### config.mk
export PLATFORM = sky130hd
export DESIGN_NAME = chtab_bucket_mem
export DESIGN_NICKNAME = d
export VERILOG_FILES = /design/src/chtab_pkg.sv /design/src/chtab_bucket_mem.sv
export SDC_FILE = /design/constraint.sdc
export NUM_CORES = 2
export LEC_CHECK = 0
export BUFFER_PORTS_ARGS = -buffer_cell sky130_fd_sc_hd__clkbuf_2
export CAP_MARGIN = 20
export CORE_ASPECT_RATIO = 1.5
export CORE_UTILIZATION = 40
export CTS_CLUSTER_SIZE = 14
export DETAILED_ROUTE_END_ITERATION = 8
export GPL_TIMING_DRIVEN = 0
export PLACE_DENSITY = 0.55
export SYNTH_ARGS = -nofsm -noshare
export SYNTH_HDL_FRONTEND = slang
export SYNTH_SLANG_ARGS = --single-unit
### constraint.sdc
create_clock -name clk -period 2.3 [get_ports clk]
set_clock_uncertainty 0.15 [all_clocks]
set_input_delay 0.345 -clock clk [delete_from_list [all_inputs] [get_ports clk]]
set_output_delay 0.345 -clock clk [all_outputs]
set_load 0.005 [all_outputs]
### src/chtab_pkg.sv
// Shared types, codes and sizes for the chained hash table core.
// No dependencies; imported by every module of the block.
`default_nettype none

package chtab_pkg;

  localparam int unsigned DEFAULT_BUCKETS = 256;
  localparam int unsigned POOL_SIZE       = 256;
  localparam int unsigned NODE_W          = 8;
  localparam int unsigned CNT_W           = 9;
  localparam int unsigned KEY_W           = 32;
  localparam int unsigned VAL_W           = 32;
  localparam int unsigned OP_W            = 2;
  localparam int unsigned STATUS_W        = 2;

  localparam logic [OP_W-1:0] OP_INSERT = 2'd0;
  localparam logic [OP_W-1:0] OP_SEARCH = 2'd1;
  localparam logic [OP_W-1:0] OP_CLEAR  = 2'd2;

  localparam logic [STATUS_W-1:0] ST_OK   = 2'd0;
  localparam logic [STATUS_W-1:0] ST_MISS = 2'd1;
  localparam logic [STATUS_W-1:0] ST_FULL = 2'd2;

  typedef struct packed {
    logic              valid;
    logic [NODE_W-1:0] first;
  } bkt_word_t;

  typedef struct packed {
    logic [KEY_W-1:0]  key;
    logic [VAL_W-1:0]  value;
    logic [NODE_W-1:0] link;
    logic              link_valid;
  } ent_word_t;

  typedef struct packed {
    logic              en;
    logic [NODE_W-1:0] addr;
    ent_word_t         data;
  } ent_wr_t;

endpackage

`default_nettype wire

### src/chtab_bucket_mem.sv
// Bucket head memory: one word per bucket holding the head node and a valid bit.
// Synchronous, one write and one registered read per cycle. Depends on chtab_pkg.
`default_nettype none

module chtab_bucket_mem
  import chtab_pkg::*;
#(
  parameter int unsigned BUCKETS = DEFAULT_BUCKETS,
  localparam int unsigned BKT_AW = $clog2(BUCKETS)
) (
  input  wire logic              clk,
  input  wire logic              wr_en,
  input  wire logic [BKT_AW-1:0] wr_addr,
  input  wire bkt_word_t         wr_data,
  input  wire logic              rd_en,
  input  wire logic [BKT_AW-1:0] rd_addr,
  output bkt_word_t              rd_data
);

  bkt_word_t mem_r [BUCKETS];
  bkt_word_t rd_data_r;

  always_ff @(posedge clk) begin
    if (wr_en) begin
      mem_r[wr_addr] <= wr_data;
    end
    if (rd_en) begin
      rd_data_r <= mem_r[rd_addr];
    end
  end

  assign rd_data = rd_data_r;

endmodule

`default_nettype wire

==> key figures <==
Power
  – VDD IR-drop max: 0.000607 V
  – Combinational share of power: 6.9%
  – Total power: 86.7 mW
  – Sw Ratio: 23.0%
  – Flop pwr share: 53.6%
  – Clock power frac: 39.5%
  – Int Pwr: 66.7 mW
  – Sw Pwr: 20.0 mW
  – Power per cell area: 835 mW/mm²
  – Leak: 31.7 nW

Routing
  – DRC errors left: 0
  – Routed vias: 47340
  – DRT antenna net count: 0
  – WL final: 314000 µm
  – WL/cell: 41.2 µm
  – Vias/cell: 6.20
  – Detailed Routing Iterations Pass 1: 6
  – Initial drt markers: 6061

Critical path
  – Crit Reg-Reg Startpoint: mem_r[56][8]
  – WP data required: 2.77 ns
  – Crit. End Element: flop
  – Worst Setup EP: rd_data[8]
  – Arr. time, crit path: 3.35 ns
  – CP max stage delay: 0.64 ns
  – Most frequent CP cell: buf_12
  – Worst Setup Path Type: in -> reg
  – Crit path from: rd_addr[1]
  – Crit-path cells: clkbuf_4, buf_6, buf_12, buf_12, mux4_2, a22oi_2, a31oi_2, a211oi_4, nor4_4
  – Reg2Reg Setup Slack: -0.58 ns
  – Worst-case reg-to-reg path depth: 5
  – Worst r2r dst: rd_data[8]
  – Crit path launch type: primary input
  – Crit-path max FO: 10
  – Slowest cell on crit path: a211oi_4

Global routing
  – Global-route wire length before repair: 417000 µm
  – Largest net degree at the start of global routing: 145
  – Vias in the first global route: 47321
  – Total GRT Usage: 27.7%
  – Grt total ovfl: 0
  – Initial antenna violation count: 23

Die
  – Core area: 0.222 mm²
  – Std cell rows: 212
  – # IOs: 37
  – Die Wd: 388 µm
  – Die height: 581 µm
  – Starting density of the core: 40.2%
  – Full die area: 0.225 mm²

Timing
  – Final setup violation count: 67
  – Final WS setup: -0.576 ns
  – Final Hold Fails: 0
  – Setup TNS Final: -5.47 ns
  – Hold_ws: 0.0384 ns
  – Slew margin rel.: 5.06%
  – Clock period minus worst slack: 2.88 ns
  – Max frequency: 0.348 GHz
  – RSZ-0062 raised after global routing: true
  – Fin crit share: 125%
  – Worst Tran Pin Value: 1.42 ns
  – Slew Limit Fails: 0

Synth
  – Share of the synthesized area in the top cell type: 77.7%
  – Post-synth cell types: 56
  – Post-synth ARST share: 0%
  – Cell with the most instances after synthesis: edfxtp_1
  – Register bit total from synthesis: 2313
  – Post-Syn Nets: 4265
  – Post-synth EDFFs: 2313
  – Seq/Total Area, Yosys: 77.7%
  – Syn_area_per_cell: 21.1 µm²
  – Top_reg_cell synth: edfxtp_1
  – Synth area leader: edfxtp_1
  – Mapped Cells: 4237
  – Synth top area cells: edfxtp_1 78%, mux4_2 12%, mux2i_1 2.0%, a22oi_1 1.5%, nor2_1 1.3%
  – Yosys warns: 0
  – Post-synth design cell area: 0.0894 mm²
  – Post-synth top cells: 2313 x edfxtp_1, 467 x mux4_2, 305 x nor2_1

Finish
  – Final nets: 4607
  – Layout Area Growth over Synthesis: 16.2%
  – Post-layout util: 46.7%
  – Share of cells above drive strength 1: 30.8%
  – Fin cells: 7631
  – Post-layout instance area: 0.104 mm²

Placed design
  – Placed cells: 7219
  – Placed cell areas: 0.0946 mm²
  – Pre-CTS WS: -3.20 ns
  – GPL Wtd Cong: 1.00
  – Final HPWL DP: 216000 µm
  – # port buffers: 28

Clock tree
  – CTS clk-pin slew, worst paths: 0.06 ns
  – Clk root buf: clkbuf_16
  – CTS tree: built
  – # clock sinks: 2313
  – Clock Latency Late Sink: 0.91 ns
  – # H-tree levels: 4
  – TritonCTS buffer count: 216
  – Clock buffer depth: 4

Status
  – Failing checks: negative setup slack
  – Status: finished with violations

Worst hold path
  – Min-Delay Path Class: in -> reg

Run
  – MaxCap Viol Count: 0
==> cell usage in the layout (no fill, tap or decap), drive strengths merged, types with 26 or more instances in the layout <==
| cell type | n |
|---|---|
| edfxtp | 2313 |
| mux4 | 476 |
| clkbuf | 408 |
| nor2 | 305 |
| buf | 229 |
| mux2i | 177 |
| a22oi | 174 |
| a21oi | 98 |
| clkinv | 85 |
| o22ai | 65 |
| nand2 | 40 |
| o21ai | 36 |
| o221ai | 36 |
| nand3 | 31 |
| nor2b | 28 |
| nor4 | 27 |
| a211oi | 26 |
==> timing repair <==
item / 4_1_cts / 5_1_grt
hold buffers: 9 / 0
buffers inserted: 18 / 2
pin swaps: 26 / 22
endpoints found under the setup margin: 1801 / 1059
resized for setup: 553 / 127
hold endpoints to repair: 353 / 0
==> worst min-delay path by stage <==
stage / depth (start not counted) / end / slack [ns] / start
global route: 1 / mem_r[63][7] / 0.09 / wr_data[7]
global placement: 1 / rd_data[3] / 0.56 / rd_en
CTS: 1 / mem_r[191][7] / 0.06 / wr_data[7]
finish: 1 / mem_r[54][7] / 0.04 / wr_data[7]
detailed placement: 1 / rd_data[6] / 0.58 / rd_en
floorplan: 0 / mem_r[0][0] / 0.29 / wr_data[0]
==> cells by family (layout without fill, tap and decap cells) <==
family,Yosys count,in the layout,share of synthesized area [%]
flops,2313,2313,77.7
mux,674,674,14.3
simple gates,500,500,2.50
compound gates,489,489,3.75
buf+inv,261,757,1.75
other cells,0,9,0
==> power groups by stage <==
stage               Sequential [mW]  Combinational (mW)  Clock, mW
detailed placement             47.4                5.41          0
CTS                            46.5                5.82       34.5
finish                         46.5                5.96       34.2
global placement               47.7                5.15          0
global route                   46.5                5.98       35.9
floorplan                      47.4                2.27          0
==> sequential cells by signal, summed over array words and instances, names as in the netlist <==
register	count
rd_data	9
mem_r	2304
==> layout make-up <==
cell class / instances / area (µm²)
Buffer: 255 / 2270
Multi-Input combinational cell: 1663 / 20500
Sequential cell: 2313 / 69500
Clock inverter: 108 / 807
Inverter: 2 / 8.76
Tap cell: 2889 / 3610
Antenna cell: 9 / 22.5
Fill cell: 18507 / 118000
Timing Repair Buffer: 128 / 1570
Clock buffer: 264 / 5610
==> per-layer routing <==
metal	track usage (%)	vias to the layer above	wire [µm]
met2	46.4	2645	155000
met4	22.1	18	30500
met5	0	-	114
met1	31.0	25320	104000
met3	5.33	857	24400
li1	-	18500	-
==> critical path: cells and delay by family <==
family / cells / cell delay (ns)
AOI/OAI and AO/OA: 3 / 1.45
buffers and inverters: 4 / 0.99
muxes: 1 / 0.38
and+or+nand+nor: 1 / 0.10
Note: power is estimated with default switching activity, not from simulation.
